[src/sv/semiplanar_yuv_to_rgb_pixel_top_defines.svh]
// ---------------------------------------------------------------------------
// Assertion macros for the semi-planar YUV to RGB pixel block
// Shared property wrappers so that every check uses the same clocking and
// reset qualification.
// ---------------------------------------------------------------------------
`ifndef SEMIPLANAR_YUV_TO_RGB_PIXEL_TOP_DEFINES_SVH
`define SEMIPLANAR_YUV_TO_RGB_PIXEL_TOP_DEFINES_SVH

// Same-cycle implication, sampled on the rising edge, off during reset.
`define SYR_ASSERT_NOW(label, ante, cons, msg) \
  label: assert property (@(posedge clk) disable iff (!rst_n) (ante) |-> (cons)) \
    else $error(msg);

// Next-cycle implication, sampled on the rising edge, off during reset.
`define SYR_ASSERT_NEXT(label, ante, cons, msg) \
  label: assert property (@(posedge clk) disable iff (!rst_n) (ante) |=> (cons)) \
    else $error(msg);

`endif

[src/sv/syr_pkg.sv]
// ---------------------------------------------------------------------------
// syr_pkg
// Types, widths and constants shared by the YUV to RGB pixel pipeline.
// ---------------------------------------------------------------------------
package syr_pkg;

  localparam int FRACTION_BITS_DEF = 20;

  localparam int LUMA_GAIN_W = 22;
  localparam int CHROMA_GAIN_W = 23;
  localparam int CFG_DATA_W = 23;
  localparam int CFG_INDEX_W = 3;

  // Luma weight times an 8-bit offset luma, and signed gain times signed chroma.
  localparam int LUMA_PROD_W = LUMA_GAIN_W + 8;
  localparam int CHROMA_PROD_W = CHROMA_GAIN_W + 8;
  // Three products plus the rounding half never exceed 2^32 in magnitude.
  localparam int SUM_W = 34;

  localparam logic [7:0] LUMA_OFFSET = 8'd16;
  localparam logic [7:0] CHROMA_MID = 8'h80;
  localparam logic [7:0] BYTE_MAX = 8'hFF;

  localparam logic [LUMA_GAIN_W-1:0] LUMA_GAIN_RST = 22'd1220542;
  localparam logic signed [CHROMA_GAIN_W-1:0] RED_V_GAIN_RST = 23'sd1673527;
  localparam logic signed [CHROMA_GAIN_W-1:0] GREEN_U_GAIN_RST = -23'sd409993;
  localparam logic signed [CHROMA_GAIN_W-1:0] GREEN_V_GAIN_RST = -23'sd852492;
  localparam logic signed [CHROMA_GAIN_W-1:0] BLUE_U_GAIN_RST = 23'sd2116026;

  typedef enum logic [CFG_INDEX_W-1:0] {
    REG_CHROMA_ORDER = 3'd0,
    REG_BLUE_FIRST   = 3'd1,
    REG_ALPHA_ON     = 3'd2,
    REG_LUMA_GAIN    = 3'd3,
    REG_RED_V_GAIN   = 3'd4,
    REG_GREEN_U_GAIN = 3'd5,
    REG_GREEN_V_GAIN = 3'd6,
    REG_BLUE_U_GAIN  = 3'd7
  } cfg_reg_e_t;

  // Load enables for the stages that live inside the per-pixel datapath.
  typedef struct packed {
    logic s1;
    logic s2;
    logic s3;
  } stage_en_t;

  typedef struct packed {
    logic [7:0] byte0;
    logic [7:0] byte1;
    logic [7:0] byte2;
    logic [7:0] byte3;
  } rgba_t;

endpackage

[src/sv/syr_pixel.sv]
// ---------------------------------------------------------------------------
// syr_pixel
// Luma product, channel sums and round/clamp/format stages for one pixel.
// ---------------------------------------------------------------------------
module syr_pixel #(
  parameter int FRACTION_BITS = syr_pkg::FRACTION_BITS_DEF
) (
  input  logic                                       clk,
  input  syr_pkg::stage_en_t                         en,
  input  logic [7:0]                                 y_off,
  input  logic [syr_pkg::LUMA_GAIN_W-1:0]            luma_gain,
  input  logic signed [syr_pkg::CHROMA_PROD_W-1:0]   red_v_prod,
  input  logic signed [syr_pkg::CHROMA_PROD_W-1:0]   green_u_prod,
  input  logic signed [syr_pkg::CHROMA_PROD_W-1:0]   green_v_prod,
  input  logic signed [syr_pkg::CHROMA_PROD_W-1:0]   blue_u_prod,
  input  logic                                       blue_first,
  input  logic                                       alpha_on,
  output syr_pkg::rgba_t                             px
);

  localparam int SW = syr_pkg::SUM_W;
  localparam logic signed [SW-1:0] RND_HALF = SW'(1) <<< (FRACTION_BITS - 1);

  logic [syr_pkg::LUMA_PROD_W-1:0] yw_r, yw_nxt;
  logic signed [SW-1:0] sum_red_r, sum_grn_r, sum_blu_r;
  logic signed [SW-1:0] sum_red_nxt, sum_grn_nxt, sum_blu_nxt;
  logic signed [SW-1:0] yw_ext;
  logic [7:0] red_c, grn_c, blu_c;
  syr_pkg::rgba_t px_r, px_nxt;

  function automatic logic [7:0] clamp_byte(input logic signed [SW-1:0] s);
    logic signed [SW-1:0] q;
    logic [7:0] res;
    q = s >>> FRACTION_BITS;
    if (q[SW-1]) begin
      res = 8'd0;
    end else if (|q[SW-2:8]) begin
      res = syr_pkg::BYTE_MAX;
    end else begin
      res = q[7:0];
    end
    return res;
  endfunction

  assign yw_nxt = syr_pkg::LUMA_PROD_W'(luma_gain) * syr_pkg::LUMA_PROD_W'(y_off);
  assign yw_ext = signed'(SW'(yw_r));

  assign sum_red_nxt = yw_ext + SW'(red_v_prod) + RND_HALF;
  assign sum_grn_nxt = yw_ext + SW'(green_u_prod) + SW'(green_v_prod) + RND_HALF;
  assign sum_blu_nxt = yw_ext + SW'(blue_u_prod) + RND_HALF;

  always_comb begin
    red_c = clamp_byte(sum_red_r);
    grn_c = clamp_byte(sum_grn_r);
    blu_c = clamp_byte(sum_blu_r);
    px_nxt.byte0 = blue_first ? blu_c : red_c;
    px_nxt.byte1 = grn_c;
    px_nxt.byte2 = blue_first ? red_c : blu_c;
    px_nxt.byte3 = alpha_on ? syr_pkg::BYTE_MAX : 8'd0;
  end

  always_ff @(posedge clk) begin
    if (en.s1) begin
      yw_r <= yw_nxt;
    end
    if (en.s2) begin
      sum_red_r <= sum_red_nxt;
      sum_grn_r <= sum_grn_nxt;
      sum_blu_r <= sum_blu_nxt;
    end
    if (en.s3) begin
      px_r <= px_nxt;
    end
  end

  assign px = px_r;

endmodule

[src/sv/semiplanar_yuv_to_rgb_pixel_top.sv]
// ---------------------------------------------------------------------------
// semiplanar_yuv_to_rgb_pixel_top
// Limited-range YUV to RGB conversion of one NV12/NV21 chroma site.
// ---------------------------------------------------------------------------
// Each input transfer carries the top-row and bottom-row luma bytes of one
// column pair and the interleaved chroma pair that both pixels share. Each
// output transfer carries both converted pixels as four bytes each.
// Both streams use valid/stall: a transfer happens on a rising edge where
// valid is high and stall is low.
// The datapath is a four-stage pipeline: input register, multipliers,
// channel sums with the rounding half, then shift, clamp and byte ordering
// into the output register. One item can enter every cycle while the
// output is not stalled, so sustained throughput is one item per clock.
// Each stage only waits when the stage after it is full and cannot move, so
// a stall on the output fills the bubbles first and only then backs up to
// in_stall; nothing is dropped or duplicated.
// Synchronous active-low reset empties the pipeline and loads the default
// BT.601 limited-range gains, NV12 chroma order, RGB order and alpha off.
// The configuration port always accepts (cfg_ready is tied high); it must
// only be written while the pipeline is empty.
// ---------------------------------------------------------------------------
`include "semiplanar_yuv_to_rgb_pixel_top_defines.svh"

module semiplanar_yuv_to_rgb_pixel_top #(
  parameter int FRACTION_BITS = syr_pkg::FRACTION_BITS_DEF
) (
  input  logic                              clk,
  input  logic                              rst_n,

  input  logic                              in_valid,
  output logic                              in_stall,
  input  logic [7:0]                        in_luma_top,
  input  logic [7:0]                        in_luma_bottom,
  input  logic [7:0]                        in_chroma_first,
  input  logic [7:0]                        in_chroma_second,

  output logic                              out_valid,
  input  logic                              out_stall,
  output logic [7:0]                        out_top_byte0,
  output logic [7:0]                        out_top_byte1,
  output logic [7:0]                        out_top_byte2,
  output logic [7:0]                        out_top_byte3,
  output logic [7:0]                        out_bottom_byte0,
  output logic [7:0]                        out_bottom_byte1,
  output logic [7:0]                        out_bottom_byte2,
  output logic [7:0]                        out_bottom_byte3,

  input  logic                              cfg_valid,
  output logic                              cfg_ready,
  input  logic [syr_pkg::CFG_INDEX_W-1:0]   cfg_index,
  input  logic [syr_pkg::CFG_DATA_W-1:0]    cfg_data
);

  localparam int PW = syr_pkg::CHROMA_PROD_W;

  // Configuration registers.
  logic                                     chroma_order_r;
  logic                                     blue_first_r;
  logic                                     alpha_on_r;
  logic [syr_pkg::LUMA_GAIN_W-1:0]          luma_gain_r;
  logic signed [syr_pkg::CHROMA_GAIN_W-1:0] red_v_gain_r;
  logic signed [syr_pkg::CHROMA_GAIN_W-1:0] green_u_gain_r;
  logic signed [syr_pkg::CHROMA_GAIN_W-1:0] green_v_gain_r;
  logic signed [syr_pkg::CHROMA_GAIN_W-1:0] blue_u_gain_r;

  // Pipeline occupancy and advance chain.
  logic v0_r, v1_r, v2_r, out_valid_r;
  logic adv0, adv1, adv2, adv3;
  syr_pkg::stage_en_t stage_en;

  // Stage 0: offset luma and centered chroma.
  logic [7:0]        y_top_r, y_bot_r, y_top_nxt, y_bot_nxt;
  logic signed [7:0] uc_r, vc_r, c_first, c_second;

  // Stage 1: chroma products shared by both pixels.
  logic signed [PW-1:0] red_v_prod_r, green_u_prod_r, green_v_prod_r, blue_u_prod_r;

  syr_pkg::rgba_t top_px, bot_px;

  assign cfg_ready = 1'b1;

  always_ff @(posedge clk) begin
    if (!rst_n) begin
      chroma_order_r <= 1'b0;
      blue_first_r   <= 1'b0;
      alpha_on_r     <= 1'b0;
      luma_gain_r    <= syr_pkg::LUMA_GAIN_RST;
      red_v_gain_r   <= syr_pkg::RED_V_GAIN_RST;
      green_u_gain_r <= syr_pkg::GREEN_U_GAIN_RST;
      green_v_gain_r <= syr_pkg::GREEN_V_GAIN_RST;
      blue_u_gain_r  <= syr_pkg::BLUE_U_GAIN_RST;
    end else if (cfg_valid && cfg_ready) begin
      unique case (syr_pkg::cfg_reg_e_t'(cfg_index))
        syr_pkg::REG_CHROMA_ORDER: chroma_order_r <= cfg_data[0];
        syr_pkg::REG_BLUE_FIRST:   blue_first_r   <= cfg_data[0];
        syr_pkg::REG_ALPHA_ON:     alpha_on_r     <= cfg_data[0];
        syr_pkg::REG_LUMA_GAIN:    luma_gain_r    <= cfg_data[syr_pkg::LUMA_GAIN_W-1:0];
        syr_pkg::REG_RED_V_GAIN:   red_v_gain_r   <= signed'(cfg_data);
        syr_pkg::REG_GREEN_U_GAIN: green_u_gain_r <= signed'(cfg_data);
        syr_pkg::REG_GREEN_V_GAIN: green_v_gain_r <= signed'(cfg_data);
        syr_pkg::REG_BLUE_U_GAIN:  blue_u_gain_r  <= signed'(cfg_data);
        default: ;
      endcase
    end
  end

  // A stage may load when it is empty or when its contents move on this edge.
  assign adv3 = !out_valid_r || !out_stall;
  assign adv2 = !v2_r || adv3;
  assign adv1 = !v1_r || adv2;
  assign adv0 = !v0_r || adv1;
  assign in_stall = !adv0;

  assign stage_en.s1 = adv1;
  assign stage_en.s2 = adv2;
  assign stage_en.s3 = adv3;

  always_ff @(posedge clk) begin
    if (!rst_n) begin
      v0_r        <= 1'b0;
      v1_r        <= 1'b0;
      v2_r        <= 1'b0;
      out_valid_r <= 1'b0;
    end else begin
      if (adv0) begin
        v0_r <= in_valid;
      end
      if (adv1) begin
        v1_r <= v0_r;
      end
      if (adv2) begin
        v2_r <= v1_r;
      end
      if (adv3) begin
        out_valid_r <= v2_r;
      end
    end
  end

  // Luma below the black level counts as black; chroma is recentered by
  // flipping its top bit.
  assign y_top_nxt = (in_luma_top > syr_pkg::LUMA_OFFSET) ?
                     in_luma_top - syr_pkg::LUMA_OFFSET : 8'd0;
  assign y_bot_nxt = (in_luma_bottom > syr_pkg::LUMA_OFFSET) ?
                     in_luma_bottom - syr_pkg::LUMA_OFFSET : 8'd0;
  assign c_first  = signed'(in_chroma_first ^ syr_pkg::CHROMA_MID);
  assign c_second = signed'(in_chroma_second ^ syr_pkg::CHROMA_MID);

  always_ff @(posedge clk) begin
    if (adv0) begin
      y_top_r <= y_top_nxt;
      y_bot_r <= y_bot_nxt;
      uc_r    <= chroma_order_r ? c_second : c_first;
      vc_r    <= chroma_order_r ? c_first : c_second;
    end
    if (adv1) begin
      red_v_prod_r   <= PW'(red_v_gain_r) * PW'(vc_r);
      green_u_prod_r <= PW'(green_u_gain_r) * PW'(uc_r);
      green_v_prod_r <= PW'(green_v_gain_r) * PW'(vc_r);
      blue_u_prod_r  <= PW'(blue_u_gain_r) * PW'(uc_r);
    end
  end

  syr_pixel #(
    .FRACTION_BITS (FRACTION_BITS)
  ) u_top_px (
    .clk          (clk),
    .en           (stage_en),
    .y_off        (y_top_r),
    .luma_gain    (luma_gain_r),
    .red_v_prod   (red_v_prod_r),
    .green_u_prod (green_u_prod_r),
    .green_v_prod (green_v_prod_r),
    .blue_u_prod  (blue_u_prod_r),
    .blue_first   (blue_first_r),
    .alpha_on     (alpha_on_r),
    .px           (top_px)
  );

  syr_pixel #(
    .FRACTION_BITS (FRACTION_BITS)
  ) u_bot_px (
    .clk          (clk),
    .en           (stage_en),
    .y_off        (y_bot_r),
    .luma_gain    (luma_gain_r),
    .red_v_prod   (red_v_prod_r),
    .green_u_prod (green_u_prod_r),
    .green_v_prod (green_v_prod_r),
    .blue_u_prod  (blue_u_prod_r),
    .blue_first   (blue_first_r),
    .alpha_on     (alpha_on_r),
    .px           (bot_px)
  );

  assign out_valid        = out_valid_r;
  assign out_top_byte0    = top_px.byte0;
  assign out_top_byte1    = top_px.byte1;
  assign out_top_byte2    = top_px.byte2;
  assign out_top_byte3    = top_px.byte3;
  assign out_bottom_byte0 = bot_px.byte0;
  assign out_bottom_byte1 = bot_px.byte1;
  assign out_bottom_byte2 = bot_px.byte2;
  assign out_bottom_byte3 = bot_px.byte3;

  // The input only backs up once every stage holds an item and the output is stalled.
  `SYR_ASSERT_NOW(a_stall_only_when_full, in_stall,
    v0_r && v1_r && v2_r && out_valid_r && out_stall, "input stalled with a free stage")
  // An item leaving a stage always lands in the next one.
  `SYR_ASSERT_NEXT(a_s0_to_s1, v0_r && adv1, v1_r, "item lost between stage 0 and 1")
  `SYR_ASSERT_NEXT(a_s1_to_s2, v1_r && adv2, v2_r, "item lost between stage 1 and 2")
  `SYR_ASSERT_NEXT(a_s2_to_out, v2_r && adv3, out_valid_r, "item lost before the output")

endmodule
[config.mk]
export PLATFORM = sky130hd
export DESIGN_NAME = semiplanar_yuv_to_rgb_pixel_top
export DESIGN_NICKNAME = d
export VERILOG_FILES = /design/src/sv/syr_pkg.sv /design/src/sv/syr_pixel.sv /design/src/sv/semiplanar_yuv_to_rgb_pixel_top.sv
export VERILOG_INCLUDE_DIRS = /design/src /design/src/sv
export SDC_FILE = /design/constraint.sdc
export NUM_CORES = 2
export LEC_CHECK = 0
export ABC_AREA = 1
export BUFFER_PORTS_ARGS = -buffer_cell sky130_fd_sc_hd__buf_4
export CAP_MARGIN = 10
export CORE_ASPECT_RATIO = 0.8
export CORE_MARGIN = 4
export CORE_UTILIZATION = 60
export DETAILED_ROUTE_END_ITERATION = 8
export PLACE_DENSITY = 0.84
export SLEW_MARGIN = 0
export SYNTH_ARGS = -nofsm -noshare
export SYNTH_HDL_FRONTEND = slang
export SYNTH_HIERARCHICAL = 1
export SYNTH_SLANG_ARGS = --single-unit
export TNS_END_PERCENT = 10
[constraint.sdc]
create_clock -name clk -period 8 [get_ports clk]
set_clock_uncertainty 0.1 [all_clocks]
set_input_delay 0.4 -clock clk [delete_from_list [all_inputs] [get_ports clk]]
set_output_delay 0.4 -clock clk [all_outputs]
set_load 0.05 [all_outputs]
; Word level (Yosys, flattened, before mapping)
; Cells that the tools add are included.
[op_classes]
add_sub_neg = 16
n_mul = 6
n_lt_le_gt_ge = 2
eq_ne = 7
mux = 17
n_bitwise = 2
reduce_logical = 25
[op_table]
columns = op, n
row1 = $add A34 B21 Y34 const B, 6
row2 = $add A31 B31 Y32, 6
row3 = $mux W8, 17
row4 = $mul A23 B8 Y31, 4
row5 = $add A32 B31 Y33, 2
row6 = $mul A22 B8 Y30, 2
row7 = $reduce_or A6 Y1, 6
row8 = $gt A8 B5 Y1 const B, 2
row9 = $reduce_and A2 Y1, 8
row10 = $sub A8 B5 Y8 const B, 2
row11 = $eq A3 B3 Y1 const B, 4
row12 = $eq A3 B2 Y1 const B, 2
row13 = $logic_not A1 Y1, 6
row14 = $logic_or A1 B1 Y1, 4
row15 = $eq A3 B1 Y1 const B, 1
row16 = $logic_not A3 Y1, 1
row17 = $not A1 Y1, 2
[word_totals]
reg_bits = 597
in_bits = 63
output_inout_bits = 67
elab_cells = 110

; Logic depth before layout (Yosys ltp)
[depth]
ltp_word = 6
depth_mapped = 24
ltp_nobuf = 22

; Hierarchy
; The synthesis kept the hierarchy.
[modules_own_cells]
columns = mod, instances, cells_per_inst, area_per_inst_um2, seq_area_each_um2
row1 = semiplanar_yuv_to_rgb_pixel_top, 1, 5341, 38843.5, 7106.8
row2 = syr_pixel (u_top_px), 1, 2141, 15939.0, 2852.7
row3 = syr_pixel (u_bot_px), 1, 2140, 15917.8, 2852.7

; Worst setup path after synthesis
; Ideal clock, no wire load.
[synth_path]
path_kind = flip-flop to flip-flop
from = reg out_valid_r, in the netlist out_valid
to = reg uc_r[0], enable pin
setup_time_ps = 390
t_arrival_ps = 9606
required_time_ps = 7510
setup_slack_ps = -2096
stages_incl_launch_ff = 8
n_path_buf = 0
synth_period_minus_slack_ps = 10096
cell_sequence = dfxtp_1 -> nand2_1 -> nor2_1 -> inv_1 -> nor2_1 -> inv_1 -> nor2_1 -> inv_1
[synth_via]
elab_chain_len = 5
[synth_lines]
columns = element, line_no
row1 = "start, declared", semiplanar_yuv_to_rgb_pixel_top.sv:67  ; logic v0_r, v1_r, v2_r, out_valid_r;
row2 = "start signal, assigned", semiplanar_yuv_to_rgb_pixel_top.sv:135  ; out_valid_r <= v2_r;
row3 = $logic_not A1 Y1, semiplanar_yuv_to_rgb_pixel_top.sv:108  ; assign adv3 = !out_valid_r || !out_stall;
row4 = $logic_or A1 B1 Y1, semiplanar_yuv_to_rgb_pixel_top.sv:108
row5 = via adv3, semiplanar_yuv_to_rgb_pixel_top.sv:68  ; logic adv0, adv1, adv2, adv3;
row6 = $logic_or A1 B1 Y1, semiplanar_yuv_to_rgb_pixel_top.sv:109  ; assign adv2 = !v2_r || adv3;
row7 = via adv2, semiplanar_yuv_to_rgb_pixel_top.sv:68
row8 = $logic_or A1 B1 Y1, semiplanar_yuv_to_rgb_pixel_top.sv:110  ; assign adv1 = !v1_r || adv2;
row9 = via adv1, semiplanar_yuv_to_rgb_pixel_top.sv:68
row10 = $logic_or A1 B1 Y1, semiplanar_yuv_to_rgb_pixel_top.sv:111  ; assign adv0 = !v0_r || adv1;
row11 = "end signal, assigned", semiplanar_yuv_to_rgb_pixel_top.sv:153  ; uc_r <= chroma_order_r ? c_second : c_first;
row12 = "end, declared", semiplanar_yuv_to_rgb_pixel_top.sv:73  ; logic signed [7:0] uc_r, vc_r, c_first, c_second;
; The timed path passes the listed nets, and every way through them passes these cells.
; A chain may end at the register's enable or synchronous reset.

; Final worst setup path
[layout_path]
from = reg vc_r[6]
to = reg green_v_prod_r[14] (data pin)
[layout_via]
elab_chain_len = 1
[layout_lines]
columns = element, line_no
row1 = "start, declared", semiplanar_yuv_to_rgb_pixel_top.sv:73
row2 = "start signal, assigned", semiplanar_yuv_to_rgb_pixel_top.sv:154  ; vc_r <= chroma_order_r ? c_first : c_second;
row3 = $mul A23 B8 Y31, semiplanar_yuv_to_rgb_pixel_top.sv:159  ; green_v_prod_r <= PW'(green_v_gain_r) * PW'(vc_r);
row4 = "end signal, assigned", semiplanar_yuv_to_rgb_pixel_top.sv:159
row5 = "end, declared", semiplanar_yuv_to_rgb_pixel_top.sv:76  ; logic signed [PW-1:0] red_v_prod_r, green_u_prod_r, green_v_prod_r, blue_u_prod_r;
; Every way passes these cells.

==> impl_metrics.json <==
{
  "synth_warnings": 6,
  "die_area_um2": 123000,
  "io_pins": 130,
  "gp_congestion": 1.01,
  "numPortBuffers": 128,
  "final_cell_mix": "nand2_1, inv_1, fa_1",
  "slew_viol_final": 0,
  "clkLatencyLatePin_ns": 0.67,
  "antenna_found_initial": 3,
  "grt_max_degree": 140,
  "worst-r2r-setup-slack_ns": 2.24,
  "final_nets": 11224,
  "seq_area_frac_synth": 0.181,
  "core_area_um2": 117000,
  "dpl_cell_area_um2": 72600,
  "cp-end-kind": "register",
  "start_kind": "register",
  "dieWidth_um": 392,
  "first_pass_iters": 7,
  "cts_made_buffers": 55,
  "die_h_um": 315,
  "crit_path_end": "green_v_prod_r[14]",
  "stdcell_area_um2": 75000,
  "worst_hold_path_type": "in -> reg",
  "clk_pin_slew_worst_paths_ns": 0.07,
  "critPathMaxFanout": 27,
  "overflow": 0,
  "path_class": "reg -> reg",
  "hold_viol_final": 0,
  "async_flop_share": 0,
  "cts_tree": "built",
  "worst_pin_slew_ns": 1.23,
  "wire_per_inst_um": 19.5,
  "rows": 112,
  "drtIter0Drc": 6813,
  "synth-edff-count": 346,
  "grt_first_pass_wirelength_um": 341000,
  "ant_nets": 0,
  "finalSetupViolations": 0,
  "cts-root-buf": "clkbuf_16",
  "cp.arrival_ns": 6.06,
  "min_period_ns": 5.76,
  "relSlewSlack": 0.177,
  "fillers": 9996,
  "drc": 0,
  "clock-sinks": 467,
  "syn_avg_cell_area_um2": 7.35,
  "area_delta_synth_final_pct": 6.07,
  "cts_buffer_depth": 3,
  "reg2reg_to": "green_v_prod_r[14]",
  "post-route-period-util": 0.720,
  "layout_commonest_cell": "nand2_1",
  "drive_above_1_share": 0.0317,
  "grt_setup_unrepaired": "false",
  "ys.flop_type": "edfxtp_1",
  "r2r-start": "vc_r[6]",
  "via_per_inst": 5.50,
  "num_vias": 61441,
  "ys_ff_latch": 467,
  "fmax_mhz": 174,
  "globalRouteTotalUtil": 0.358,
  "wl_um": 218000,
  "maxCapViolCount": 0,
  "syn-num-nets": 11265,
  "grt_pass1_vias": 60189,
  "critical_path_required_ns": 8.30,
  "cts_max_level": 2,
  "synth_cells": 9622,
  "start_util": 0.605,
  "synthesis.area_um2": 70700,
  "r2r_cells": 15,
  "final.setup.tns_ns": 0,
  "synth_cell_types": 44,
  "place_hpwl_um": 181000,
  "outcome": "complete, no violations",
  "cts_setup_buffers": 0,
  "critPathLaunch": "vc_r[6]"
}
==> cell families after synthesis <==
| kind of cell | count (synthesis) | share of synthesized area |
|---|---|---|
| and+or+nand+nor | 3850 | 0.218 |
| xor gates and xnor gates | 112 | 0.0139 |
| muxes | 32 | 0.00453 |
| AOI/OAI and AO/OA | 780 | 0.0588 |
| adders and majority gates | 1580 | 0.373 |
| DFF | 467 | 0.181 |
| other | 1 | 0.0000530 |
| buffers and inverters | 2800 | 0.150 |
==> registers in the layout, summed over array words and instances (netlist names), 8 cells and up <==
name	cells
y_top_r	8
u_top_px/sum_blu_r	13
blue_u_gain_r	23
red_v_prod_r	31
green_v_prod_r	31
green_u_prod_r	31
u_top_px/sum_grn_r	14
red_v_gain_r	23
y_bot_r	8
green_v_gain_r	23
green_u_gain_r	23
u_bot_px/sum_grn_r	14
uc_r	8
u_top_px/yw_r	30
u_bot_px/sum_red_r	13
blue_u_prod_r	31
u_top_px/sum_red_r	13
u_bot_px/sum_blu_r	13
u_bot_px/px	25
luma_gain_r	22
vc_r	8
u_bot_px/yw_r	30
u_top_px/px	25
==> how the worst min path moves through the flow <==
| stage | to | cells past startpoint | slack (ns) | startpoint |
|---|---|---|---|---|
| 3_3_place_gp | out_valid | 2 | 0.35 | v2_r |
| 4_1_cts | green_u_gain_r[18] | 3 | 0.0002 | cfg_data[18] |
| 5_1_grt | green_u_gain_r[14] | 3 | 0.02 | cfg_data[14] |
| 6_report | y_top_r[6] | 3 | 0.04 | in_luma_top[6] |
| 3_5_place_dp | out_valid | 2 | 0.38 | v2_r |
| 2_1_floorplan | u_bot_px/px[6] | 0 | 0.32 | alpha_on_r |
==> cell usage after synthesis, drive strengths merged, types with 25 or more instances <==
cell type / instances / area share
nor2: 678 / 0.037
nor3: 62 / 0.0048
mux2i: 32 / 0.0045
buf: 68 / 0.0050
nand3: 346 / 0.024
nand2: 2637 / 0.14
dfxtp: 121 / 0.034
nand4: 73 / 0.0065
xor2: 83 / 0.010
a21oi: 411 / 0.029
inv: 2493 / 0.13
o21bai: 43 / 0.0046
ha: 700 / 0.12
xnor2: 29 / 0.0036
fa: 880 / 0.25
edfxtp: 346 / 0.15
a21o: 25 / 0.0027
clkbuf: 239 / 0.013
o21ai: 270 / 0.019
==> worst max-delay path: stages (launching register included) <==
cell,delay [ns]
edfxtp_1,0.89
buf_4,0.49
nand2_1,0.11
inv_1,0.09
fa_1,0.43
fa_1,0.47
fa_1,0.50
inv_1,0.06
fa_1,0.47
inv_1,0.04
ha_1,0.34
nand2_1,0.10
nand2_1,0.12
a21oi_1,0.36
nand3_1,0.39
xor2_1,0.51
==> per-layer routing <==
metal,share of wire,wire length [µm],GRT usage,vias to the layer above
met4,0.043,9470,0.131,4
met2,0.40,87600,0.509,3258
met3,0.13,28900,0.109,446
met5,0.00086,188,0.000395,-
met1,0.42,91900,0.517,29077
li1,-,-,-,28656
==> through the flow <==
| stage | std cells | util | worst slack, ns | hold WS [ns] |
|---|---|---|---|---|
| 2_1_floorplan | 9622 | - | 0.0244 | 0.319 |
| 3_3_place_gp | 11012 | 0.621 | 2.32 | 0.346 |
| 3_5_place_dp | 11012 | 0.621 | 2.32 | 0.375 |
| 4_1_cts | 11165 | 0.641 | 2.31 | 0.000241 |
| 5_1_grt | 11166 | 0.642 | 1.95 | 0.0218 |
| 6_report | 11167 | 0.642 | 2.24 | 0.0395 |
==> final cells by class <==
type / count / area (µm²) / area share
well taps: 1539 / 1930 / 0.0257
flip-flops and latches: 467 / 12800 / 0.171
multi-input cells: 6355 / 47300 / 0.630
clock buffers: 69 / 1530 / 0.0204
clock inverters: 34 / 352 / 0.00469
diodes: 1 / 2.50 / 0.0000334
repair buffers: 209 / 1730 / 0.0230
inverters: 2493 / 9370 / 0.125
==> what timing repair did <==
item,CTS,global route
hold endpoints to repair,78,0
resized for setup,0,0
hold buffers,50,0
endpoints found under the setup margin,0,0
Power is not shown: default switching activity piles up to over one toggle a cycle in this logic, so the estimate is an artifact.
